## config.mk

```make
export PLATFORM = sky130hd
export DESIGN_NAME = cwtm_red_cell
export DESIGN_NICKNAME = d
export VERILOG_FILES = /design/src/sv/cwtm_pkg.sv /design/src/sv/cwtm_red_cell.sv
export SDC_FILE = /design/constraint.sdc
export NUM_CORES = 1
export LEC_CHECK = 0
export BUFFER_PORTS_ARGS = -buffer_cell sky130_fd_sc_hd__buf_4
export CAP_MARGIN = 15
export CORE_MARGIN = 4
export CORE_UTILIZATION = 28
export CTS_BUF_LIST = sky130_fd_sc_hd__clkbuf_4
export CTS_CLUSTER_SIZE = 25
export DETAILED_ROUTE_END_ITERATION = 7
export SETUP_SLACK_MARGIN = 0.5
export SYNTH_ARGS = -nofsm -noshare
export SYNTH_HDL_FRONTEND = slang
export SYNTH_SLANG_ARGS = --single-unit
export TNS_END_PERCENT = 5
```

## constraint.sdc

```tcl
create_clock -name clk_i -period 1.6 [get_ports clk_i]
set_input_delay 0.24 -clock clk_i [delete_from_list [all_inputs] [get_ports clk_i]]
set_output_delay 0.24 -clock clk_i [all_outputs]
set_load 0.05 [all_outputs]
```

## src/sv/cwtm_pkg.sv

```systemverilog
// Shared types, constants and table builders for the CW transition matrix core.
`timescale 1ns / 1ps
package cwtm_pkg;

  localparam int CORDIC_STAGES = 32;
  localparam int OUT_FRAC_BITS = 32;
  localparam int ATAN_ENTRIES  = 48;
  localparam int CORDIC_RUN    = (CORDIC_STAGES < ATAN_ENTRIES) ? CORDIC_STAGES : ATAN_ENTRIES;
  localparam int IDX_W         = $clog2(ATAN_ENTRIES);
  localparam int RED_BITS      = 64;
  localparam int DIV_BITS      = 128;
  localparam int NUM_LANES     = 3;
  localparam int LANE_SIN      = 0;
  localparam int LANE_VERS     = 1;
  localparam int LANE_SIN4     = 2;
  localparam int NUM_ROWS      = 6;
  localparam int ROW_W         = 3;
  localparam int RND_SHIFT     = 92 - OUT_FRAC_BITS;
  localparam int OUT_TDATA_W   = 392;

  localparam logic [ROW_W-1:0] ROW_LAST = ROW_W'(NUM_ROWS - 1);

  // Register indexes (byte address bit 2)
  localparam logic REG_IDX_MEAN_MOTION = 1'b0;
  localparam logic [31:0] MEAN_MOTION_RST = 32'd4846870;

  localparam logic [63:0] TWO_PI_Q60  = 64'h6487ED5110B4611A;
  localparam logic [63:0] PI_Q60      = 64'h3243F6A8885A308D;
  localparam logic [63:0] HALF_PI_Q60 = 64'h1921FB54442D1846;
  localparam logic [63:0] INV_GAIN_Q60 = 64'd700114967507363026;
  localparam logic [63:0] ONE_Q60     = 64'h1000000000000000;
  localparam logic [63:0] RED_STEP    = 64'h0000000000100000;

  typedef logic [ATAN_ENTRIES-1:0][63:0] atan_tab_t;

  typedef struct packed {
    logic [63:0] r;
    logic [63:0] t;
    logic [31:0] d;
  } red_t;

  typedef struct packed {
    logic signed [63:0] x;
    logic signed [63:0] y;
    logic signed [63:0] z;
    logic               flip;
    logic [31:0]        d;
  } cor_t;

  typedef struct packed {
    logic [NUM_LANES-1:0][31:0]  rem;
    logic [NUM_LANES-1:0][127:0] acc;
    logic [63:0]                 c;
    logic [63:0]                 s;
    logic [63:0]                 ms;
    logic [63:0]                 mc;
    logic                        sgn_s;
    logic                        sgn_oc;
    logic [31:0]                 d;
  } div_t;

  typedef struct packed {
    logic [NUM_ROWS-1:0][NUM_ROWS-1:0][63:0] ent;
    logic [NUM_ROWS-1:0]                     ovf;
  } mat_t;

  // Shift-subtract quotient, elaboration use only
  function automatic logic [63:0] udiv64(input logic [63:0] num, input logic [63:0] den);
    logic [64:0] rem;
    logic [63:0] q;
    int          b;
    rem = '0;
    q   = '0;
    for (b = 63; b >= 0; b--) begin
      rem = {rem[63:0], num[b]};
      if (rem >= {1'b0, den}) begin
        rem  = rem - {1'b0, den};
        q[b] = 1'b1;
      end
    end
    return q;
  endfunction

  // Arctangent series per stage, Q60
  function automatic atan_tab_t build_atan();
    atan_tab_t   tab;
    logic [63:0] acc;
    logic [63:0] term;
    int          i;
    int          k;
    int          e;
    tab    = '0;
    tab[0] = TWO_PI_Q60 >> 3;
    for (i = 1; i < ATAN_ENTRIES; i++) begin
      acc = '0;
      for (k = 0; k < 32; k++) begin
        e = 62 - i * (2 * k + 1);
        if (e >= 0) begin
          term = udiv64(64'd1 << e, 64'(2 * k + 1));
          if ((k & 1) == 0) begin
            acc = acc + term;
          end else begin
            acc = acc - term;
          end
        end
      end
      tab[i] = (acc + 64'd2) >> 2;
    end
    return tab;
  endfunction

  localparam atan_tab_t ATAN_TAB = build_atan();

endpackage

```

## src/sv/cwtm_red_cell.sv

```systemverilog
// One bit of the modulo 2*pi angle reduction chain.
`timescale 1ns / 1ps
module cwtm_red_cell import cwtm_pkg::*; (
  input  logic clk_i,
  input  logic rst_ni,
  input  logic adv_i,
  input  logic valid_i,
  input  red_t data_i,
  output logic valid_o,
  output red_t data_o
);

  logic        valid_q;
  red_t        data_q;
  red_t        data_d;
  logic [63:0] r2;

  always_comb begin
    r2 = {data_i.r[62:0], 1'b0} + (data_i.t[63] ? RED_STEP : 64'd0);
    data_d   = data_i;
    data_d.r = (r2 >= TWO_PI_Q60) ? r2 - TWO_PI_Q60 : r2;
    data_d.t = {data_i.t[62:0], 1'b0};
  end

  always_ff @(posedge clk_i or negedge rst_ni) begin
    if (!rst_ni) begin
      valid_q <= 1'b0;
    end else if (adv_i) begin
      valid_q <= valid_i;
    end
  end

  always_ff @(posedge clk_i) begin
    if (adv_i) begin
      data_q <= data_d;
    end
  end

  assign valid_o = valid_q;
  assign data_o  = data_q;

endmodule

```

==> Word-level counts from Yosys, hierarchy flattened <==
Index checks and enable logic that the tools add are counted.
{ "word_totals": {"ff_bits": 160, "latch_bits": 0, "mem_bits_rw": 0, "mem_bits_ro": 0, "in_bits": 164, "out_inout_bits": 161, "word_cells": 9, "mem_count": 0} }
{ "op_classes": {"addsub": 2, "n_mul": 0, "n_div": 0, "n_lt_le_gt_ge": 1, "eq_ne": 0, "shifts": 0, "muxes": 2, "n_bitwise": 0, "reduce_logical": 0} }
{ "ops": {"columns": ["op", "n"], "rows": [
  ["$add A64 B21 Y64", 1],
  ["$ge A64 B63 Y1 const B", 1],
  ["$mux W64", 1],
  ["$sub A64 B63 Y64 const B", 1],
  ["$mux W21", 1]
]} }

==> Longest topological paths before layout <==
{ "depth": {"depth_word": 4, "ltp_mapped": 14, "depth_no_buf": 13} }

==> Worst setup path before layout <==
No wires, ideal clock.
{ "synth_timing": {"kind": "input to register", "from": "input port data_i[133] (netlist name)", "to": "register data_q, in the netlist data_o[134] (data pin)", "setup_time_ns": 0.263, "t_arrival_ns": 3.691, "required_time_ns": 1.337, "setup_slack_ns": -2.354, "path_stages": 13, "n_path_buf": 3, "cell_sequence": "buf_2 > nand2_1 > or4_1 > buf_2 > nor4_1 > xnor2_1 > nand2_1 > or3_1 > or4b_4 > o211a_4 > buf_2 > a221o_1 > xor2_1"} }
{ "synth_rtl": {"columns": ["item", "line", "text"], "rows": [
  ["start: declaration", "cwtm_red_cell.sv:8", "input red_t data_i,"],
  ["end signal: assignment", "cwtm_red_cell.sv:35", "data_q <= data_d;"],
  ["end: declaration", "cwtm_red_cell.sv:14", "red_t data_q;"]
]} }

==> metrics <==
status=finished, violations left; failing checks=setup timing; Leak Pwr=6.47 nW; Clock transition at path regs=0.14 ns; Layout Nets=1558; Detailed Route WL=33.7 mm; GR Util met3=0.0420; first-pass GRT wire length=50.9 mm; 1st-pass router iterations=5; Non-Filler Instances=1788; PwrDens=781 nW/um^2; Initial Utilization=0.286; Max VDD drop=0.000416 V; largest area contributor in the netlist=edfxtp_1; Max Clk Rate=302 MHz; Wirelength per Cell=18.8 um; largest delay contributor family on the critical path=simple AND/OR/NAND/NOR gates; die area=32300 um^2; kind of critical path=in2reg; synth top area cells=edfxtp_1 (57%), xnor2_1 (5.9%), xor2_1 (4.9%), nand2_1 (2.7%), nand3_1 (2.1%); Ports=325; final worst setup slack=-1.71 ns; final setup fails=63; Root Buffer=clkbuf_4; EDFF count, synth=158; final hold violation count=0; clk sinks=159; Critical Path Slowest Stage Cell=or4_1; layout cells sized above 1=0.505; synthesized area per cell=11.9 um^2; Critical Path RT=1.94 ns; grt total ovfl=0; Crit. End Element=flip-flop; Die Span Y=180 um; startpoint types=input pin; Hold Crit Class=in2reg; synthesized instance count=693; final period utilization=2.07; Max Cap Viol=0; GPL Wtd Cong=0.880; Async S/R FF share, synth=0.00629; CTS tree=done; Slew HR=0.642; Post-synth top cells=edfxtp_1 (158), nand2_1 (60), xnor2_1 (56); M2 GR Usage=0.367; Min Hold Slack=0.0532 ns; Tightest Pin Transition=0.535 ns; top cell type's share of synthesized area=0.575; Synth Flop Type=edfxtp_1; clk buf depth=2; number of global-route vias before repair=8578; Via Count=8252; Port-buffer cells=321; worst skew pair latency=0.56 ns; Warnings, synthesis=0; fillers=2464; Pins Over Slew Limit=0; DRC violations left=0; initial antenna violation count=1; area occupied by multi-input gates=3640 um^2; Layout area overhead=87.8%; count leader, synth=edfxtp_1; pre-CTS WS=-2.43 ns; Worst Path Buf+Inv=1; Design Area, Final=15500 um^2; Crit path largest cell delay=0.57 ns; post-placement cell count=1635; CP cell instances=buf_4 > ha_2 > nand3_4 > or4_4 > or4_1 > o21ai_2 > a31oi_2 > or4_1 > o32a_1 > o211a_4 > or3_4 > nor3_4 > xnor2_1; Worst R2R Setup Slack=0.83 ns; DRT antenna net count=0; RSZ-0062 raised after global routing=true; most used routing layer=met2; Sequential cell area=4770 um^2; die width=180 um; FP Rows=62; via density per instance=4.62; FF+latch count, synth=159; Iter 0 DRT Violations=406; worst-path fanout max=7; All-Layer GR Usage=0.201; largest net degree at the start of global routing=40; total CTS buffers=17; HPWL Detailed=25.7 mm; Synth cell types=73; Post-Syn Area=8250 um^2; cell mode on critical path=or4_1; DP Area=13100 um^2; sequential share of the synthesized area=0.578; fin crit period=3.31 ns; Post-Route Skew=0 ns; grt met1 use=0.239; area of the core=28900 um^2; Worst Path Arrival=3.65 ns; htree depth=4
cell usage in the layout (no fill, tap or decap), types with 15 or more instances in the layout:
master         instances
o21ai_0               15
buf_6                166
xor2_1                43
nor2_1                35
nor3_1                22
buf_4                431
edfxtp_1             158
xnor2_1               55
dlygate4sd3_1        104
nand4_1               20
nand2_1               57
nand3_1               30
clkbuf_4              19
tightest hold or removal path, cell delays in order:
cell    delay (ns)
buf_4         0.11
nor3_2        0.05
xor2_1        0.11
where the power goes:
| group | total [mW] | switching (mW) | internal, mW | leakage (nW) |
|---|---|---|---|---|
| Combinational | 4.23 | 2.45 | 1.78 | 4.76 |
| Sequential | 5.25 | 0.203 | 5.05 | 1.56 |
| Clock | 2.63 | 1.51 | 1.12 | 0.153 |
metal layers:
| layer | share of wire | wire length (um) | vias up |
|---|---|---|---|
| li1 | - | - | 4017 |
| met1 | 0.41 | 13600 | 3920 |
| met2 | 0.52 | 17600 | 273 |
| met3 | 0.047 | 1590 | 42 |
| met4 | 0.024 | 805 | 0 |
| met5 | 0 | 0 | - |
layout make-up:
class	count	area share
inverters	12	0.00291
diodes	1	0.000161
well taps	384	0.0310
clock inverters	13	0.0104
clock buffers	19	0.00920
flip-flops and latches	159	0.308
multi-input cells	493	0.235
repair buffers	707	0.404
per-stage QoR:
stage / setup TNS (ns) / utilization / total power, mW
after floorplan: -130.70 / - / 7.22
after global placement: -141.91 / 0.454 / 8.92
after detailed placement: -144.72 / 0.454 / 8.94
after CTS: -96.17 / 0.526 / 12.1
after global routing: -102.31 / 0.537 / 12.6
final: -99.03 / 0.537 / 12.1
repair_timing:
item	CTS	global route
gates resized for setup	186	39
hold endpoints to repair	100	19
setup buffers	6	10
setup endpoints to repair	222	222
hold buffers	101	3
pin swaps	4	16
cell families after synthesis:
logic type / synth area share
AOI/OAI and AO/OA: 0.0853
xor gates and xnor gates: 0.108
adders and majority gates: 0.00606
buffers and inverters: 0.0243
DFF: 0.578
muxes: 0.00758
other: 0.000454
and+or+nand+nor: 0.190
state kept, by name (all words and copies together), names as in the netlist:
register / flops
valid_o: 1
data_o: 158
worst paths after layout:
check / startpoint / to / depth (start not counted)
hold / removal: data_i[101] / data_o[103] / 3
setup / recovery: data_i[95] / data_o[146] / 13
min in group asynchronous: rst_ni / valid_o / 3
setup reg to reg: valid_o / valid_o / 1
hold reg to reg: valid_o / valid_o / 1
max in group asynchronous: rst_ni / valid_o / 3
Power figures use the tool's default switching activity.
