## config.mk

```make
export PLATFORM = sky130hd
export DESIGN_NAME = cwtm_cordic_cell
export DESIGN_NICKNAME = d
export VERILOG_FILES = /design/src/sv/cwtm_pkg.sv /design/src/sv/cwtm_cordic_cell.sv
export SDC_FILE = /design/constraint.sdc
export NUM_CORES = 1
export LEC_CHECK = 0
export BUFFER_PORTS_ARGS = -buffer_cell sky130_fd_sc_hd__buf_2
export CORE_MARGIN = 2
export CORE_UTILIZATION = 45
export CTS_BUF_LIST = sky130_fd_sc_hd__clkbuf_16
export CTS_CLUSTER_DIAMETER = 50
export DETAILED_ROUTE_END_ITERATION = 8
export PLACE_DENSITY_LB_ADDON = 0.25
export SKIP_LAST_GASP = 1
export SLEW_MARGIN = 5
export SYNTH_ARGS = -nofsm -noshare
export SYNTH_HDL_FRONTEND = slang
export SYNTH_SLANG_ARGS = --single-unit
```

## constraint.sdc

```tcl
create_clock -name clk_i -period 0.95 [get_ports clk_i]
set_clock_uncertainty 0.05 [all_clocks]
set_input_delay 0.095 -clock clk_i [delete_from_list [all_inputs] [get_ports clk_i]]
set_output_delay 0.095 -clock clk_i [all_outputs]
set_load 0.1 [all_outputs]
```

## src/sv/cwtm_pkg.sv

```systemverilog
// Shared types, constants and table builders for the CW transition matrix core.
`timescale 1ns / 1ps
package cwtm_pkg;

  localparam int CORDIC_STAGES = 32;
  localparam int OUT_FRAC_BITS = 32;
  localparam int ATAN_ENTRIES  = 48;
  localparam int CORDIC_RUN    = (CORDIC_STAGES < ATAN_ENTRIES) ? CORDIC_STAGES : ATAN_ENTRIES;
  localparam int IDX_W         = $clog2(ATAN_ENTRIES);
  localparam int RED_BITS      = 64;
  localparam int DIV_BITS      = 128;
  localparam int NUM_LANES     = 3;
  localparam int LANE_SIN      = 0;
  localparam int LANE_VERS     = 1;
  localparam int LANE_SIN4     = 2;
  localparam int NUM_ROWS      = 6;
  localparam int ROW_W         = 3;
  localparam int RND_SHIFT     = 92 - OUT_FRAC_BITS;
  localparam int OUT_TDATA_W   = 392;

  localparam logic [ROW_W-1:0] ROW_LAST = ROW_W'(NUM_ROWS - 1);

  // Register indexes (byte address bit 2)
  localparam logic REG_IDX_MEAN_MOTION = 1'b0;
  localparam logic [31:0] MEAN_MOTION_RST = 32'd4846870;

  localparam logic [63:0] TWO_PI_Q60  = 64'h6487ED5110B4611A;
  localparam logic [63:0] PI_Q60      = 64'h3243F6A8885A308D;
  localparam logic [63:0] HALF_PI_Q60 = 64'h1921FB54442D1846;
  localparam logic [63:0] INV_GAIN_Q60 = 64'd700114967507363026;
  localparam logic [63:0] ONE_Q60     = 64'h1000000000000000;
  localparam logic [63:0] RED_STEP    = 64'h0000000000100000;

  typedef logic [ATAN_ENTRIES-1:0][63:0] atan_tab_t;

  typedef struct packed {
    logic [63:0] r;
    logic [63:0] t;
    logic [31:0] d;
  } red_t;

  typedef struct packed {
    logic signed [63:0] x;
    logic signed [63:0] y;
    logic signed [63:0] z;
    logic               flip;
    logic [31:0]        d;
  } cor_t;

  typedef struct packed {
    logic [NUM_LANES-1:0][31:0]  rem;
    logic [NUM_LANES-1:0][127:0] acc;
    logic [63:0]                 c;
    logic [63:0]                 s;
    logic [63:0]                 ms;
    logic [63:0]                 mc;
    logic                        sgn_s;
    logic                        sgn_oc;
    logic [31:0]                 d;
  } div_t;

  typedef struct packed {
    logic [NUM_ROWS-1:0][NUM_ROWS-1:0][63:0] ent;
    logic [NUM_ROWS-1:0]                     ovf;
  } mat_t;

  // Shift-subtract quotient, elaboration use only
  function automatic logic [63:0] udiv64(input logic [63:0] num, input logic [63:0] den);
    logic [64:0] rem;
    logic [63:0] q;
    int          b;
    rem = '0;
    q   = '0;
    for (b = 63; b >= 0; b--) begin
      rem = {rem[63:0], num[b]};
      if (rem >= {1'b0, den}) begin
        rem  = rem - {1'b0, den};
        q[b] = 1'b1;
      end
    end
    return q;
  endfunction

  // Arctangent series per stage, Q60
  function automatic atan_tab_t build_atan();
    atan_tab_t   tab;
    logic [63:0] acc;
    logic [63:0] term;
    int          i;
    int          k;
    int          e;
    tab    = '0;
    tab[0] = TWO_PI_Q60 >> 3;
    for (i = 1; i < ATAN_ENTRIES; i++) begin
      acc = '0;
      for (k = 0; k < 32; k++) begin
        e = 62 - i * (2 * k + 1);
        if (e >= 0) begin
          term = udiv64(64'd1 << e, 64'(2 * k + 1));
          if ((k & 1) == 0) begin
            acc = acc + term;
          end else begin
            acc = acc - term;
          end
        end
      end
      tab[i] = (acc + 64'd2) >> 2;
    end
    return tab;
  endfunction

  localparam atan_tab_t ATAN_TAB = build_atan();

endpackage

```

## src/sv/cwtm_cordic_cell.sv

```systemverilog
// One rotation-mode CORDIC micro-rotation.
`timescale 1ns / 1ps
module cwtm_cordic_cell import cwtm_pkg::*; (
  input  logic             clk_i,
  input  logic             rst_ni,
  input  logic             adv_i,
  input  logic [IDX_W-1:0] idx_i,
  input  logic             valid_i,
  input  cor_t             data_i,
  output logic             valid_o,
  output cor_t             data_o
);

  logic               valid_q;
  cor_t               data_q;
  cor_t               data_d;
  logic signed [63:0] dx;
  logic signed [63:0] dy;
  logic signed [63:0] at;

  always_comb begin
    dx     = data_i.y >>> idx_i;
    dy     = data_i.x >>> idx_i;
    at     = $signed(ATAN_TAB[idx_i]);
    data_d = data_i;
    if (data_i.z >= 0) begin
      data_d.x = data_i.x - dx;
      data_d.y = data_i.y + dy;
      data_d.z = data_i.z - at;
    end else begin
      data_d.x = data_i.x + dx;
      data_d.y = data_i.y - dy;
      data_d.z = data_i.z + at;
    end
  end

  always_ff @(posedge clk_i or negedge rst_ni) begin
    if (!rst_ni) begin
      valid_q <= 1'b0;
    end else if (adv_i) begin
      valid_q <= valid_i;
    end
  end

  always_ff @(posedge clk_i) begin
    if (adv_i) begin
      data_q <= data_d;
    end
  end

  assign valid_o = valid_q;
  assign data_o  = data_q;

endmodule

```

==> results.md, run 1 <==
- Post-synth top area share: 0.194
- Initial Utilization: 0.452
- Log Error: [ERROR GRT-0232] Routing congestion too high. Check the congestion heatmap in the GUI.
- Post-synth EDFFs: roughly 230
- Core Rows: around 100
- Commonest cells post-synth: a21oi_1, nand2_1, o21ai_0
- Worst endpoint type: sequential cell input
- Inst Count DP: 7,067
- Initial antenna violation count: 52
- Overflow after GRT: 79
- Top cells by area, synth: edfxtp_1, mux4_2, ha_1, xnor2_1, a21oi_1
- Stopping stage: global routing
- Worst_ep grt: data_o[224]$_DFFE_PP_/D
- Synthesized flop and latch total: between 200 and 250
- Top-count cell post-synth: a21oi_1
- Longest Clk Path Bufs: 3
- Clock Sinks: ~230
- Die Y-Extent: around 280 µm
- Mapped Area: 0.0348 mm²
- Root Driver: clkbuf_16
- Yosys warns: 0
- Distinct cell type count of the synthesized netlist: 101
- H-tree Lvls: 1
- Dpl hpwl: about 160,000 µm
- Avg Inst Size Synth: 8.73 µm²
- Largest net degree at the start of global routing: 40
- Asr flop ratio synth: 0.00442
- TritonCTS Buffers: 31
- Total I/O pin count: about 460
- Buffers on Ports: 460
- GRT Util Overall: 0.718
- Die W: about 280 µm
- Cells after synthesis: around 4,000
- Most area-hungry cell type in the Yosys netlist: edfxtp_1
- Post-synth top flop: edfxtp_1
- Sequential-to-total area share from yosys stat: 0.195
- Syn_nets: approximately 4,400
- GP Congestion: about 1.1
- Status: stopped before the end
==> metrics by stage <==
stage / setup WS, ns / hold WS (ns) / TNS, ns / area, µm² / utilization
after detailed placement: -6.36 / -0.176 / -947.41 / 55900 / 0.725
after floorplan: -5.86 / -0.251 / -841.79 / 36100 / -
after CTS: -5.00 / -0.182 / -927.97 / 60600 / 0.786
after global placement: -6.21 / -0.179 / -926.14 / 55900 / 0.725
==> layer usage <==
layer,track usage,GRT overflow
met5,0.285,1
met4,0.676,23
met3,0.521,13
met2,0.920,38
met1,0.729,4
==> timing repair <==
item,4_1_cts
gates resized for setup,399
setup endpoints to repair,418
gates cloned,10
hold buffers,46
hold endpoints to repair,56
setup buffers,138
pin swaps,236
==> logic make-up after synthesis <==
kind of cell             after synthesis  share of synthesized area
AO/OA/AOI/OAI                       1311                      0.246
flip-flops                           226                      0.195
multiplexers                         415                      0.187
adder cells (fa/ha/maj)              221                     0.0800
XOR/XNOR                             348                     0.0875
buffers and inverters                348                     0.0438
AND/OR/NAND/NOR                     1124                      0.162
==> run 2, diff against run 1 <==
--- a/config.mk
+++ b/config.mk
@@ -7,11 +7,9 @@
 export LEC_CHECK = 0
 export BUFFER_PORTS_ARGS = -buffer_cell sky130_fd_sc_hd__buf_2
 export CORE_MARGIN = 2
-export CORE_UTILIZATION = 45
-export CTS_BUF_LIST = sky130_fd_sc_hd__clkbuf_16
-export CTS_CLUSTER_DIAMETER = 50
+export CORE_UTILIZATION = 30
 export DETAILED_ROUTE_END_ITERATION = 8
-export PLACE_DENSITY_LB_ADDON = 0.25
+export PLACE_DENSITY_LB_ADDON = 0.15
 export SKIP_LAST_GASP = 1
 export SLEW_MARGIN = 5
 export SYNTH_ARGS = -nofsm -noshare
==> run 2 against run 1 <==
  * The flow now finishes, with violations (hold timing, setup timing)
  * Synthesized cell count is the same
  * Area after synthesis did not move
==> results.md, run 2 <==
- Slowest CP cell: mux4_2
- Clock Sinks: between 200 and 250
- Post-synth top flop: edfxtp_1
- Dpl hpwl: 170,000 µm
- Final setup margin: -5.15 ns
- Sequential-to-total area share from yosys stat: 0.195
- Mapped Area: approximately 0.035 mm²
- Residual DRC count: 0
- RSZ-0062 raised after global routing: true
- H-tree Lvls: 1
- Largest net degree at the start of global routing: 47
- Commonest cells post-synth: a21oi_1, nand2_1, o21ai_0
- Die Y-Extent: roughly 340 µm
- Vias per cell: 5.53
- Relative slew slack: 0.268
- Root Driver: clkbuf_16
- FF-to-FF Start: valid_o
- Post-Layout Cell Count: between 7,000 and 8,000
- Crit path max fanout: 8
- Final ANT Viol Nets: 0
- Violated checks: hold timing, setup timing
- GRT Util Overall: 0.332
- Nets: between 6,000 and 7,000
- Worst slew pin tran: about 1.1 ns
- Layout cell share with drive strength beyond 1: 0.557
- Clock latency on the worst-skew pair: between 0.6 and 0.7 ns
- Buffers on Ports: 460
- CP peak stage delay: approximately 0.55 ns
- Inst Count DP: 7,621
- # fillers: between 10,000 and 15,000
- Avg Inst Size Synth: roughly 8.7 µm²
- Syn_nets: 4,449
- Initial antenna violation count: 11
- DR vias: roughly 44,000
- Final setup viols: between 600 and 700
- Initial Utilization: 0.301
- Required time of the critical path: roughly 1.3 ns
- Peak VDD IR: about 2500 µV
- Final Hold Fails: 5
- LEAKAGE: between 0.02 and 0.03 µW
- Core box area: between 0.1 and 0.15 mm²
- Data arrival, critical path: 6.41 ns
- Critical Path Start: idx_i[0]
- Total power: ~110,000 µW
- Cell Area, Placed: approximately 0.057 mm²
- CTS tree: built
- Total I/O pin count: between 400 and 500
- DRT Wirelength: 206,000 µm
- Most frequent cells in the layout: buf_4, nand2_1, buf_12
- Die area: 0.119 mm²
- Commonest non-fill, non-tap cell in the layout: buf_4
- CP top delay family: compound AO/OA/AOI/OAI gates
- Startpoint types: primary input
- Most area-hungry cell type in the Yosys netlist: edfxtp_1
- Period utilization: 6.42
- Design Area, Final: 0.0642 mm²
- Fin crit period: 6.10 ns
- Detailed router's first-iteration violation count: around 3,800
- Die W: between 300 and 400 µm
- CP Class: in2reg
- Util after Layout: 0.555
- Drt wl/cell: 25.9 µm
- Post-synth EDFFs: 225
- Max reg flops: 225
- Post-synth top area share: 0.194
- Cell area power density: approximately 1700 mW/mm²
- Post-CTS Hold Fix Bufs: 37
- Synthesized flop and latch total: between 200 and 250
- Longest Clk Path Bufs: 3
- Final Max Tran Viols: 0
- Worst hold path class: in2reg
- TritonCTS Buffers: 27
- Asr flop ratio synth: 0.00442
- Distinct cell type count of the synthesized netlist: 101
- Worst hold start: data_i[97]
- Max cap viols: 0
- Crit end category: flip-flop
- Yosys warns: 0
- First-pass detailed-route iteration total: 7
- Syn-to-layout area delta: 84.3%
- Fmax: 164 MHz
- Top-count cell post-synth: a21oi_1
- Overflow after GRT: 0
- Status: complete, but fails checks
- Cells after synthesis: around 4,000
- Vias in the first global route: 43,200
- GP Congestion: about 1.1
- Core Rows: around 130
- Worst hold margin: -0.156 ns
- Top cells by area, synth: edfxtp_1, mux4_2, ha_1, xnor2_1, a21oi_1
- CTS clk-pin slew, worst paths: ~0.06 ns
- WP buf/inv: 6
- CP dominant cell by count: buf_16
- First-pass GRT wire length: between 200,000 and 300,000 µm
-- run 2: cell counts after synthesis --
Identical to the previous run, type by type.
-- run 2: cell type report --
| cell class | instances | area [µm²] | share of cell area |
|---|---|---|---|
| multi-input cells | 3419 | 30600 | 0.477 |
| repair buffers | 2642 | 23700 | 0.369 |
| flip-flops and latches | 226 | 6780 | 0.106 |
| well taps | 1524 | 1910 | 0.0297 |
| clock buffers | 31 | 691 | 0.0108 |
| inverters | 74 | 295 | 0.00460 |
| clock inverters | 19 | 199 | 0.00310 |
| diodes | 2 | 5.00 | 0.0000779 |
-- run 2: through the flow --
step / worst slack (ns) / TNS (ns)
after CTS: -5.04 / -896.05
final: -5.15 / -914.63
after global routing: -5.29 / -952.45
after floorplan: -5.86 / -841.79
after global placement: -6.28 / -945.42
after detailed placement: -6.26 / -945.28
-- run 2: metal layers --
metal  GRT usage  vias to the layer above  wire length (µm)
met5           0                        -                93
met4       0.122                       14              9320
met3      0.0445                      368             15000
met2       0.535                     1820             92700
met1       0.452                    21400             88500
li1            -                    20200                 -
-- run 2: power by group --
group | switching (µW) | leakage [µW] | total (µW) | internal [µW]
sequential | 2060 | 0.00221 | 16900 | 14800
combinational | 45900 | 0.0259 | 81900 | 36000
clock | 4440 | 0.000428 | 10700 | 6250
-- run 2: logic make-up (layout without fill, tap and decap cells) --
| logic type | count (synthesis) | count (layout) | share of synthesized area |
|---|---|---|---|
| simple gates | 1124 | 1124 | 0.162 |
| fa+ha+maj | 221 | 221 | 0.0800 |
| compound gates | 1311 | 1311 | 0.246 |
| flops | 226 | 226 | 0.195 |
| buf+inv | 348 | 2766 | 0.0438 |
| xor+xnor | 348 | 348 | 0.0875 |
| other cells | 0 | 2 | 0 |
| mux | 415 | 415 | 0.187 |
-- run 2: final timing paths --
| check | slack, ns | to | cells past startpoint |
|---|---|---|---|
| max | -5.15 | data_o[217] | 29 |
| min | -0.16 | data_o[97] | 3 |
| max reg2reg | 0.11 | valid_o | 1 |
| min reg2reg | 0.53 | valid_o | 1 |
| max in group asynchronous | 0.48 | valid_o | 3 |
| min in group asynchronous | 0.26 | valid_o | 3 |
-- run 2: what timing repair did --
action,in CTS,in global routing
endpoints found under the setup margin,418,639
cloned,10,1
resized for setup,326,464
hold endpoints to repair,86,5
setup buffers,153,98
pin swaps,189,301
(Power assumes the default switching activity.)
