$ cat src/sv/cwtm_pkg.sv
// Shared types, constants and table builders for the CW transition matrix core.
`timescale 1ns / 1ps
package cwtm_pkg;

  localparam int CORDIC_STAGES = 32;
  localparam int OUT_FRAC_BITS = 32;
  localparam int ATAN_ENTRIES  = 48;
  localparam int CORDIC_RUN    = (CORDIC_STAGES < ATAN_ENTRIES) ? CORDIC_STAGES : ATAN_ENTRIES;
  localparam int IDX_W         = $clog2(ATAN_ENTRIES);
  localparam int RED_BITS      = 64;
  localparam int DIV_BITS      = 128;
  localparam int NUM_LANES     = 3;
  localparam int LANE_SIN      = 0;
  localparam int LANE_VERS     = 1;
  localparam int LANE_SIN4     = 2;
  localparam int NUM_ROWS      = 6;
  localparam int ROW_W         = 3;
  localparam int RND_SHIFT     = 92 - OUT_FRAC_BITS;
  localparam int OUT_TDATA_W   = 392;

  localparam logic [ROW_W-1:0] ROW_LAST = ROW_W'(NUM_ROWS - 1);

  // Register indexes (byte address bit 2)
  localparam logic REG_IDX_MEAN_MOTION = 1'b0;
  localparam logic [31:0] MEAN_MOTION_RST = 32'd4846870;

  localparam logic [63:0] TWO_PI_Q60  = 64'h6487ED5110B4611A;
  localparam logic [63:0] PI_Q60      = 64'h3243F6A8885A308D;
  localparam logic [63:0] HALF_PI_Q60 = 64'h1921FB54442D1846;
  localparam logic [63:0] INV_GAIN_Q60 = 64'd700114967507363026;
  localparam logic [63:0] ONE_Q60     = 64'h1000000000000000;
  localparam logic [63:0] RED_STEP    = 64'h0000000000100000;

  typedef logic [ATAN_ENTRIES-1:0][63:0] atan_tab_t;

  typedef struct packed {
    logic [63:0] r;
    logic [63:0] t;
    logic [31:0] d;
  } red_t;

  typedef struct packed {
    logic signed [63:0] x;
    logic signed [63:0] y;
    logic signed [63:0] z;
    logic               flip;
    logic [31:0]        d;
  } cor_t;

  typedef struct packed {
    logic [NUM_LANES-1:0][31:0]  rem;
    logic [NUM_LANES-1:0][127:0] acc;
    logic [63:0]                 c;
    logic [63:0]                 s;
    logic [63:0]                 ms;
    logic [63:0]                 mc;
    logic                        sgn_s;
    logic                        sgn_oc;
    logic [31:0]                 d;
  } div_t;

  typedef struct packed {
    logic [NUM_ROWS-1:0][NUM_ROWS-1:0][63:0] ent;
    logic [NUM_ROWS-1:0]                     ovf;
  } mat_t;

  // Shift-subtract quotient, elaboration use only
  function automatic logic [63:0] udiv64(input logic [63:0] num, input logic [63:0] den);
    logic [64:0] rem;
    logic [63:0] q;
    int          b;
    rem = '0;
    q   = '0;
    for (b = 63; b >= 0; b--) begin
      rem = {rem[63:0], num[b]};
      if (rem >= {1'b0, den}) begin
        rem  = rem - {1'b0, den};
        q[b] = 1'b1;
      end
    end
    return q;
  endfunction

  // Arctangent series per stage, Q60
  function automatic atan_tab_t build_atan();
    atan_tab_t   tab;
    logic [63:0] acc;
    logic [63:0] term;
    int          i;
    int          k;
    int          e;
    tab    = '0;
    tab[0] = TWO_PI_Q60 >> 3;
    for (i = 1; i < ATAN_ENTRIES; i++) begin
      acc = '0;
      for (k = 0; k < 32; k++) begin
        e = 62 - i * (2 * k + 1);
        if (e >= 0) begin
          term = udiv64(64'd1 << e, 64'(2 * k + 1));
          if ((k & 1) == 0) begin
            acc = acc + term;
          end else begin
            acc = acc - term;
          end
        end
      end
      tab[i] = (acc + 64'd2) >> 2;
    end
    return tab;
  endfunction

  localparam atan_tab_t ATAN_TAB = build_atan();

endpackage

$ cat src/sv/cwtm_div_cell.sv
// One restoring quotient bit for each of the three divide-by-n lanes.
`timescale 1ns / 1ps
module cwtm_div_cell import cwtm_pkg::*; (
  input  logic        clk_i,
  input  logic        rst_ni,
  input  logic        adv_i,
  input  logic [31:0] n_i,
  input  logic        valid_i,
  input  div_t        data_i,
  output logic        valid_o,
  output div_t        data_o
);

  logic        valid_q;
  div_t        data_q;
  div_t        data_d;
  logic [32:0] tmp [NUM_LANES];
  logic [31:0] nr  [NUM_LANES];
  logic        ge  [NUM_LANES];

  always_comb begin
    data_d = data_i;
    for (int l = 0; l < NUM_LANES; l++) begin
      tmp[l] = {data_i.rem[l], data_i.acc[l][127]};
      ge[l]  = tmp[l] >= {1'b0, n_i};
      // remainder stays below n, so it always fits in 32 bits
      nr[l]  = ge[l] ? 32'(tmp[l] - {1'b0, n_i}) : tmp[l][31:0];
      data_d.rem[l] = nr[l];
      data_d.acc[l] = {data_i.acc[l][126:0], ge[l]};
    end
  end

  always_ff @(posedge clk_i or negedge rst_ni) begin
    if (!rst_ni) begin
      valid_q <= 1'b0;
    end else if (adv_i) begin
      valid_q <= valid_i;
    end
  end

  always_ff @(posedge clk_i) begin
    if (adv_i) begin
      data_q <= data_d;
    end
  end

  assign valid_o = valid_q;
  assign data_o  = data_q;

endmodule

$ cat config.mk
export PLATFORM = sky130hd
export DESIGN_NAME = cwtm_div_cell
export DESIGN_NICKNAME = d
export VERILOG_FILES = /design/src/sv/cwtm_pkg.sv /design/src/sv/cwtm_div_cell.sv
export SDC_FILE = /design/constraint.sdc
export NUM_CORES = 1
export LEC_CHECK = 0
export ABC_AREA = 1
export BUFFER_PORTS_ARGS = -buffer_cell sky130_fd_sc_hd__buf_2
export CORE_AREA = 2 2 622 624
export CTS_CLUSTER_DIAMETER = 50
export DETAILED_ROUTE_END_ITERATION = 10
export DIE_AREA = 0 0 624 626
export GPL_TIMING_DRIVEN = 0
export MAX_ROUTING_LAYER = met4
export PLACE_DENSITY_LB_ADDON = 0.2
export SLEW_MARGIN = 30
export SYNTH_ARGS = -nofsm -noshare
export SYNTH_HDL_FRONTEND = slang
export SYNTH_SLANG_ARGS = --single-unit
$ cat constraint.sdc
create_clock -name clk_i -period 0.9 [get_ports clk_i]
set_input_delay 0.045 -clock clk_i [delete_from_list [all_inputs] [get_ports clk_i]]
set_output_delay 0.045 -clock clk_i [all_outputs]
set_load 0.02 [all_outputs]
# Word-level counts from Yosys, hierarchy flattened
# Cells that the tools add are included.
dict set report word_totals {
  ff_bits 771
  out_inout_bits 771
  word_cells 23
}
dict set report op_classes {
  add_sub_neg 3
  magnitude_cmp 3
  n_mux 3
}
# op count
set ops {}
lappend ops {{$ge A33 B32 Y1} 3}
lappend ops {{$mux W32} 3}
lappend ops {{$sub A32 B32 Y32} 3}

# Logic depth before layout (Yosys ltp)
# Gate-level depths: netlist (run 1).
dict set report logic_depth {
  word_depth 2
  depth_mapped 16
  ltp_nobuf 15
}

# Least setup slack after synthesis (run 1)
# Ideal clock, no wire load.
dict set report synth_timing {
  path_kind {input to register}
  startpoint {input n_i[4]}
  endpoint {register data_q (netlist bit data_o[760]), data pin}
  setup_ns 0.252
  arrival_ns 1.440
  t_required_ns 0.648
  path_slack_ns -0.792
  cell_stages 14
  cell_sequence {inv_1 > ha_1 > nand2_1 > nand2_1 > nand3b_2 > nand2_2 > nand2_4 > nand2_4 > nand2_4 > nand2_4 > nand2_8 > buf_6 > nand2_1 > nand2_1}
}
# item line
set synth_rtl {}
lappend synth_rtl {{start, declared} cwtm_div_cell.sv:7} ;# input logic [31:0] n_i,
lappend synth_rtl {{end signal, assigned} cwtm_div_cell.sv:43} ;# data_q <= data_d;
lappend synth_rtl {{end, declared} cwtm_div_cell.sv:15} ;# div_t data_q;

==> results.py, run 1 <==
metrics = {
    "clocking": {
        "clock-sinks": 771,
        "clk_pin_slew_ns": 0.05,
        "clock_latency_ns": 0.78,
        "htree_num_levels": 4,
        "cts_tree": "built",
        "clock_path_buffers": 4,
        "cts_root_buf": "clkbuf_16",
        "cts_buffers": 175,
    },
    "sta": {
        "fin_ws_ns": -0.9810,
        "finClkSkew_ns": 0,
        "slew_headroom_pct": 43.36,
        "setup-violations-final": 1065,
        "finalHoldViolCount": 165,
        "max_freq_mhz": 531.6,
        "holdWs_ns": -0.4041,
        "fin_crit_sh_pct": 209.0,
        "setup_tns_ns": -526.64,
        "rsz0062_at_grt": "yes",
        "min_period_ns": 1.881,
        "slew_viol_final": 0,
        "tightest_slew_ns": 0.8495,
    },
    "yosys": {
        "synth_top_cell_by_area": "edfxtp_1",
        "ys_types": 33,
        "yosysMostFrequentCell": "nand2_1",
        "synthArstFlopShare_pct": 0.1297,
        "synth_seq_cells": 771,
        "syn_area_per_cell_um2": 11.95,
        "synth_edf_count": 770,
        "syn_inst": 2713,
        "yosys-top-cells-area": "edfxtp_1 71%, nand2_1 10%, inv_1 4.7%",
        "synth_flop_cell": "edfxtp_1",
        "syn_nets": 3618,
        "synth_area_um2": 32420,
        "synth_common_cells": "891 x nand2_1, 770 x edfxtp_1, 410 x inv_1, 170 x nand3_1, 112 x nor2_1",
        "synth_top_cell_area_share_pct": 71.32,
        "yosys_warnings": 0,
        "seq_area_frac_synth_pct": 71.40,
    },
    "setup_path": {
        "critPathCaptureType": "flop",
        "crit_fanout": 10,
        "worstPathRequired_ns": 1.42,
        "critical_path_class": "in -> reg",
        "start_kind": "primary input",
        "critPathArrivalTime_ns": 2.40,
    },
    "final_layout": {
        "final-seq-area_um2": 23150,
        "drive_gt1_share_pct": 44.79,
        "final_area_um2": 76190,
        "layout.filler_cells": 42034,
        "multi_input_area_um2": 11320,
        "fin_cells": 11253,
        "fin_nets": 6902,
        "area_delta_synth_final_pct": 135.0,
        "final_util_pct": 19.83,
    },
    "placement": {
        "placedInstanceArea_um2": 47260,
        "hpwl_um": 244600,
        "dp_cells": 9357,
        "gp_congestion": 0.9181,
        "io_buffers": 1576,
    },
    "die": {
        "num_io_pins": 1577,
        "die_area_um2": 390600,
        "core_area_um2": 384300,
        "die_h_um": 626,
        "num_rows": 228,
        "initial_core_util_pct": 8.437,
        "die_width_um": 624,
    },
    "pwr": {
        "power.density_nw_per_um2": 1907,
        "p_leak_nw": 31.85,
        "max-vdd-ir-drop_mv": 1.350,
    },
    "grt": {
        "grt_max_degree": 121,
        "grt-ovfl-total": 0,
        "antenna_found_initial": 164,
        "grt_pass1_wl_um": 364200,
        "grt_pass1_vias": 35357,
        "grt_usage_pct": 14.70,
    },
    "status": {
        "outcome": "complete, but fails checks",
        "violations": "negative hold slack, negative setup slack",
    },
    "drt": {
        "drtAntennaViolNets": 0,
        "num_vias": 34843,
        "via_per_inst": 3.096,
        "drc": 0,
        "first_pass_iters": 5,
        "drtIter0Drc": 2031,
        "drt-total-wl_um": 294400,
        "routedWlPerCell_um": 26.16,
    },
    "job": {
        "drv_cap": 0,
    },
    "min_path": {
        "hold_class": "in -> reg",
    },
}
worst max-delay path, stage by stage:
cell and delay, ns:
buf_2 0.10, dlygate4sd3_1 0.64, ha_4 0.34, nand2_2 0.11, nor3_4 0.20, nand2_2 0.12, nor3_4 0.22, nand2_8 0.10
buf_4 0.15, buf_12 0.15, nand3_1 0.13, nand2_4 0.08
through the flow:
step                      power (mW)  setup slack [ns]  hold WS (ns)
after floorplan                54.03           -0.7562       -0.2506
final                          145.3           -0.9810       -0.4041
after CTS                      147.0           -0.9944       -0.5233
after global routing           151.1            -1.016       -0.4632
after global placement         64.09            -15.26       -0.1794
after detailed placement       67.41            -2.488       -0.1799
cells by family (layout without fill, tap and decap cells):
family / count (synthesis) / after routing / synth area share, %
adder cells (fa/ha/maj): 99 / 99 / 3.890
multiplexers: 1 / 1 / 0.03473
AND/OR/NAND/NOR: 1289 / 1289 / 17.00
buffers and inverters: 442 / 3869 / 5.430
flip-flops: 771 / 771 / 71.40
other: 0 / 53 / 0
XOR/XNOR: 42 / 42 / 1.135
AO/OA/AOI/OAI: 69 / 69 / 1.112
power by group:
part	total (mW)	switching, mW	internal [mW]
clock	66.3	24.7	41.6
sequential	45.1	1.79	43.4
combinational	33.8	19.3	14.6
per-layer routing:
layer / global-route usage (%) / part of all wire [%] / vias to the layer above
met1: 15.16 / 36 / 17066
met3: 3.128 / 5.9 / 504
met2: 27.13 / 53 / 1492
met5: - / 0 / -
met4: 5.648 / 4.7 / 0
li1: - / - / 15781
timing repair:
action | CTS | global route
endpoints found under the hold margin | 1025 | 256
gates cloned | 15 | 8
gates resized for setup | 1642 | 354
pin swaps | 193 | 163
buffers inserted | 138 | 40
setup endpoints to repair | 1145 | 1201
hold buffers | 1350 | 70
flip-flops by register name, summed over array words and instances (netlist names):
register,cells
valid_o,1
data_o,770
cells in the final DEF, fill, tap and decap left out, types with 53 or more instances in the layout:
master	Yosys	layout
nand3_2	18	62
buf_6	8	557
nand3_1	170	83
buf_12	1	56
ha_4	0	90
nand2_4	9	134
nor2_1	112	71
clkbuf_16	0	184
nand2_1	891	591
buf_4	0	94
buf_2	20	1048
nand2_2	7	173
dlygate4sd3_1	0	1340
edfxtp_1	770	770
diode_2	0	53
inv_1	410	358
area by class of cell:
type | count | area share (%)
clock buffers | 187 | 5.835
plain buffers | 24 | 0.5157
flip-flops and latches | 771 | 30.38
diodes | 53 | 0.1741
well taps | 5060 | 8.310
repair buffers | 3112 | 35.76
multi-input cells | 1500 | 14.86
clock inverters | 133 | 1.969
inverters | 413 | 2.196
path summary, 6_finish.rpt:
check / from / to / slack [ns] / cells after the start
worst min register to register: valid_o$_DFFE_PN0P_ / valid_o$_DFFE_PN0P_ / 0.52 / 1
worst max register to register: valid_o$_DFFE_PN0P_ / valid_o$_DFFE_PN0P_ / 0.15 / 1
max in group asynchronous: rst_ni / valid_o$_DFFE_PN0P_ / 0.13 / 4
worst min-delay path: adv_i / data_o[416]$_DFFE_PP_ / -0.40 / 1
worst max-delay path: data_i[734] / data_o[726]$_DFFE_PP_ / -0.98 / 12
min in group asynchronous: rst_ni / valid_o$_DFFE_PN0P_ / 0.66 / 4
(Power assumes the default switching activity.)
==> run 2: changes to the inputs <==
--- a/config.mk
+++ b/config.mk
@@ -14,7 +14,8 @@
 export GPL_TIMING_DRIVEN = 0
 export MAX_ROUTING_LAYER = met4
 export PLACE_DENSITY_LB_ADDON = 0.2
-export SLEW_MARGIN = 30
+export SETUP_SLACK_MARGIN = 0.4
+export SLEW_MARGIN = 20
 export SYNTH_ARGS = -nofsm -noshare
 export SYNTH_HDL_FRONTEND = slang
 export SYNTH_SLANG_ARGS = --single-unit
==> run 2 against run 1 <==
Net effect: critical endpoint is now data_o[728]$_DFFE_PP_; the run still ends with negative hold slack, negative setup slack left; die area stayed put; critical path depth is 3 higher; non-clock buffer count is 583 lower; via count is 6.7% lower; clock-buffer cell count is 1 higher.
==> results.py, run 2 (synthesis results as in run 1) <==
metrics = {
    "status": {
        "outcome": "complete, but fails checks",
        "violations": "negative hold slack, negative setup slack",
    },
    "grt": {
        "grt_max_degree": 131,
        "grt-ovfl-total": 0,
        "grt_pass1_wl_um": 360100,
        "grt_usage_pct": 14.74,
        "antenna_found_initial": 174,
        "grt_pass1_vias": 32684,
    },
    "setup_path": {
        "critical_path_class": "in -> reg",
        "critPathArrivalTime_ns": 2.46,
        "critPathCaptureType": "flop",
        "endpoint": "data_o[728]$_DFFE_PP_",
        "startpoint": "data_i[715]",
        "crit_fanout": 5,
        "regToRegStartpoint": "valid_o$_DFFE_PN0P_",
        "rrSetupSlack_ns": 0.13,
        "rr_worst_depth": 1,
        "start_kind": "primary input",
        "reg2reg_to": "valid_o$_DFFE_PN0P_",
        "worstPathRequired_ns": 1.46,
    },
    "die": {
        "die_area_um2": 390600,
        "num_rows": 228,
        "die_h_um": 626,
        "die_width_um": 624,
        "core_area_um2": 384300,
        "initial_core_util_pct": 8.437,
        "num_io_pins": 1577,
    },
    "final_layout": {
        "layout_commonest_cell": "buf_2",
        "largest_reg_flops": 770,
        "drive_gt1_share_pct": 48.15,
        "fin_nets": 6317,
        "final_cell_mix": "884 x buf_2, 770 x edfxtp_1, 751 x dlygate4sd3_1, 725 x buf_6, 635 x nand2_1",
        "fin_cells": 10672,
        "layout.filler_cells": 42222,
        "area_delta_synth_final_pct": 120.2,
    },
    "sta": {
        "max_freq_mhz": 526.6,
        "setup_tns_ns": -504.24,
        "finClkSkew_ns": 0,
        "fin_ws_ns": -0.9989,
        "min_period_ns": 1.899,
        "setup-violations-final": 933,
        "slew_headroom_pct": 37.42,
        "holdWs_ns": -0.4302,
        "fin_crit_sh_pct": 211.0,
        "rsz0062_at_grt": "yes",
        "slew_viol_final": 0,
        "tightest_slew_ns": 0.9387,
        "finalHoldViolCount": 691,
    },
    "job": {
        "drv_cap": 0,
    },
    "drt": {
        "routedWlPerCell_um": 27.61,
        "drtAntennaViolNets": 0,
        "first_pass_iters": 5,
        "via_per_inst": 3.046,
        "drc": 0,
        "drtIter0Drc": 1998,
        "drt-total-wl_um": 294700,
        "num_vias": 32510,
    },
    "clocking": {
        "cts_tree": "built",
        "clock_latency_ns": 0.82,
        "cts_buffers": 173,
        "clock_path_buffers": 4,
        "clk_pin_slew_ns": 0.05,
        "htree_num_levels": 4,
        "clock-sinks": 771,
        "cts_root_buf": "clkbuf_16",
    },
    "pwr": {
        "max-vdd-ir-drop_mv": 1.300,
        "totalPowerFinal_mw": 144.2,
        "power.density_nw_per_um2": 2021,
        "p_leak_nw": 29.87,
    },
    "placement": {
        "dp_cells": 9356,
        "hpwl_um": 244300,
        "gp_congestion": 0.9181,
        "io_buffers": 1576,
        "dp_slack_ns": -2.510,
    },
    "min_path": {
        "hold_class": "in -> reg",
    },
}
## run 2: cell types whose count changed in the layout (fill, tap and decap cells not counted), sizes merged
cell / before / now
dlygate4sd3: 1340 / 751
inv: 418 / 405
diode: 53 / 63
bufbuf: 0 / 8
buf: 1786 / 1790
clkbuf: 195 / 192
bufinv: 18 / 20
clkinv: 58 / 60
dlymetal6s2s: 1 / 0
dlymetal6s4s: 1 / 0
## run 2: how the worst min path moves through the flow
| stage | from | end | slack (ns) | depth (start not counted) |
|---|---|---|---|---|
| after floorplan | rst_ni | valid_o$_DFFE_PN0P_ | -0.25 | 0 |
| after global placement | rst_ni | valid_o$_DFFE_PN0P_ | -0.18 | 1 |
| after detailed placement | rst_ni | valid_o$_DFFE_PN0P_ | -0.18 | 1 |
| after CTS | data_i[688] | data_o[689]$_DFFE_PP_ | -0.55 | 3 |
| after global routing | adv_i | data_o[445]$_DFFE_PP_ | -0.51 | 1 |
| final | adv_i | data_o[515]$_DFFE_PP_ | -0.43 | 1 |
## run 2: repair_timing
item                       in CTS  in global routing
resized for setup            1464                836
pin swaps                     133                132
cloned                         29                  3
hold endpoints to repair      994                851
setup endpoints to repair    1409               1275
hold buffers                  755                 56
setup buffers                 117                 41
## run 2: layer usage
metal	global-route usage, %	vias to the layer above	wire length, um
met5	-	-	0
met4	6.055	0	14710
met3	2.956	532	17670
met2	27.03	1503	156600
met1	15.31	15853	105800
li1	-	14622	-
## run 2: critical path, stage by stage
cell           delay [ns]
buf_2                0.11
dlygate4sd3_1        0.62
ha_4                 0.33
nand2_2              0.08
nor2_4               0.15
nand2_2              0.08
nor2_4               0.13
nand4_1              0.15
nand2_2              0.12
nor2_4               0.07
buf_12               0.15
buf_12               0.13
buf_16               0.14
nand3_4              0.06
nand2_4              0.07
## run 2: area by class of cell
class | count | area [um^2] | area share (%)
timing repair buffer | 2524 | 22770 | 31.90
clock buffer | 188 | 4407 | 6.173
buffer | 29 | 478.0 | 0.6696
tap | 5060 | 6331 | 8.869
antenna | 63 | 157.7 | 0.2209
inverter | 413 | 1668 | 2.336
multi-input combinational | 1500 | 10930 | 15.31
sequential | 771 | 23150 | 32.43
clock inverter | 124 | 1496 | 2.096
## run 2: stage by stage
stage,util (%),instance area [um^2]
2_1_floorplan,-,32810
3_3_place_gp,12.24,47030
3_5_place_dp,12.29,47230
4_1_cts,17.71,68050
5_1_grt,18.57,71340
6_report,18.58,71380
## run 2: power by group
| part | switching [mW] | internal, mW | total (mW) |
|---|---|---|---|
| Clock | 24.6 | 41.6 | 66.2 |
| Combinational | 18.9 | 13.8 | 32.7 |
| Sequential | 1.94 | 43.4 | 45.3 |
==> run 3: changes to the inputs <==
--- a/config.mk
+++ b/config.mk
@@ -15,6 +15,7 @@
 export MAX_ROUTING_LAYER = met4
 export PLACE_DENSITY_LB_ADDON = 0.2
 export SETUP_SLACK_MARGIN = 0.4
+export SKIP_CTS_REPAIR_TIMING = 1
 export SLEW_MARGIN = 20
 export SYNTH_ARGS = -nofsm -noshare
 export SYNTH_HDL_FRONTEND = slang
==> run 3 against run 2 <==
Net effect: the run still ends with negative hold slack, negative setup slack left; maximum frequency grew 2.3%; final area shrank 3.7%; non-clock buffer count shrank 49; global-route usage shrank 0.68 points; critical endpoint is now data_o[682]$_DFFE_PP_.
==> results.py, run 3 (synthesis results as in run 1) <==
metrics = {
    "sta": {
        "fin_ws_ns": -0.9557,
        "max_freq_mhz": 538.9,
        "fin_crit_sh_pct": 206.2,
        "slew_viol_final": 0,
        "holdWs_ns": -0.4901,
        "slew_headroom_pct": 36.05,
        "rsz0062_at_grt": "yes",
        "min_period_ns": 1.856,
        "setup-violations-final": 922,
        "tightest_slew_ns": 0.9593,
        "finClkSkew_ns": 0,
        "setup_tns_ns": -510.32,
        "finalHoldViolCount": 701,
    },
    "setup_path": {
        "rr_worst_depth": 1,
        "crit_fanout": 7,
        "reg2reg_to": "valid_o$_DFFE_PN0P_",
        "start_kind": "primary input",
        "worstPathRequired_ns": 1.43,
        "critPathArrivalTime_ns": 2.38,
        "regToRegStartpoint": "valid_o$_DFFE_PN0P_",
        "critPathCaptureType": "flop",
        "critical_path_class": "in -> reg",
        "rrSetupSlack_ns": 0.14,
    },
    "pwr": {
        "p_leak_nw": 28.83,
        "power.density_nw_per_um2": 2069,
        "totalPowerFinal_mw": 142.2,
        "max-vdd-ir-drop_mv": 1.280,
    },
    "min_path": {
        "hold_end": "data_o[464]$_DFFE_PP_",
        "min-delay-start": "adv_i",
        "hold_class": "in -> reg",
        "whs_path_depth": 1,
    },
    "die": {
        "num_io_pins": 1577,
        "die_area_um2": 390600,
        "core_area_um2": 384300,
        "die_width_um": 624,
        "initial_core_util_pct": 8.437,
        "num_rows": 228,
        "die_h_um": 626,
    },
    "drt": {
        "drtIter0Drc": 2198,
        "drc": 0,
        "via_per_inst": 3.040,
        "num_vias": 32356,
        "drtAntennaViolNets": 0,
        "first_pass_iters": 5,
        "routedWlPerCell_um": 27.67,
        "drt-total-wl_um": 294500,
    },
    "clocking": {
        "htree_num_levels": 4,
        "clock-sinks": 771,
        "cts_root_buf": "clkbuf_16",
        "clock_path_buffers": 4,
        "clock_latency_ns": 0.82,
        "clk_pin_slew_ns": 0.05,
        "cts_tree": "built",
        "cts_buffers": 173,
    },
    "final_layout": {
        "layout_commonest_cell": "buf_2",
        "final_cell_mix": "1,157 x buf_2, 770 x edfxtp_1, 748 x dlygate4sd3_1, 622 x nand2_1, 443 x buf_6",
        "area_delta_synth_final_pct": 112.0,
        "multi_input_area_um2": 10720,
        "final_area_um2": 68730,
        "fin_nets": 6270,
        "layout.filler_cells": 42537,
        "largest_reg_flops": 770,
        "drive_gt1_share_pct": 47.42,
        "final-seq-area_um2": 23150,
    },
    "placement": {
        "dp_slack_ns": -2.510,
        "io_buffers": 1576,
        "gp_congestion": 0.9181,
        "placedInstanceArea_um2": 47230,
        "hpwl_um": 244300,
    },
    "grt": {
        "grt_usage_pct": 14.06,
        "antenna_found_initial": 189,
        "grt_pass1_wl_um": 337500,
        "grt_pass1_vias": 28033,
        "grt-ovfl-total": 0,
        "grt_max_degree": 131,
    },
    "status": {
        "violations": "negative hold slack, negative setup slack",
        "outcome": "complete, but fails checks",
    },
    "job": {
        "drv_cap": 0,
    },
}
-- run 3: power by group --
group | switching, mW | total (mW) | internal [mW]
registers | 1.68 | 45.0 | 43.4
clock network | 24.6 | 66.3 | 41.6
logic | 18.8 | 30.9 | 12.2
-- run 3: metrics by stage --
step	utilization [%]	cells
after global routing	17.87	10624
after detailed placement	12.29	9356
after global placement	12.24	9349
after floorplan	-	2713
after CTS	13.83	9668
final	17.89	10645
-- run 3: final cells by class --
type / instances / share of cell area (%)
multi-input cells: 1502 / 15.60
clock buffers: 188 / 6.412
repair buffers: 2475 / 29.60
clock inverters: 124 / 2.177
flip-flops and latches: 771 / 33.68
plain buffers: 29 / 0.5935
diodes: 83 / 0.3022
well taps: 5060 / 9.212
inverters: 413 / 2.430
-- run 3: worst max path at each step --
stage          cells after the start         from  slack [ns]                    end
5_1_grt                           16  data_i[765]       -0.99  data_o[748]$_DFFE_PP_
3_3_place_gp                       2        adv_i      -15.26    valid_o$_DFFE_PN0P_
4_1_cts                           13       n_i[1]       -1.58  data_o[749]$_DFFE_PP_
2_1_floorplan                     13      n_i[27]       -0.76  data_o[696]$_DFFE_PP_
6_report                          14  data_i[682]       -0.96  data_o[682]$_DFFE_PP_
3_5_place_dp                      13       n_i[1]       -2.51  data_o[749]$_DFFE_PP_
-- run 3: metal layers --
| metal | routed length (um) | global-route usage, % | share of wire [%] | vias to the layer above |
|---|---|---|---|---|
| met5 | 0 | - | 0 | - |
| met4 | 14960 | 4.989 | 5.1 | 0 |
| met2 | 155100 | 26.13 | 53 | 1558 |
| met3 | 18060 | 3.461 | 6.1 | 505 |
| li1 | - | - | - | 14541 |
| met1 | 106400 | 14.20 | 36 | 15752 |
-- run 3: critical path, stage by stage --
cell,delay [ns]
buf_2,0.11
dlygate4sd3_1,0.70
ha_4,0.27
nand2_4,0.10
nor2_4,0.06
nand2_2,0.08
nor2_4,0.05
nand2_1,0.07
nand3_2,0.09
nor2_4,0.33
nand2_8,0.15
buf_12,0.19
nand2_4,0.06
nand2_4,0.07
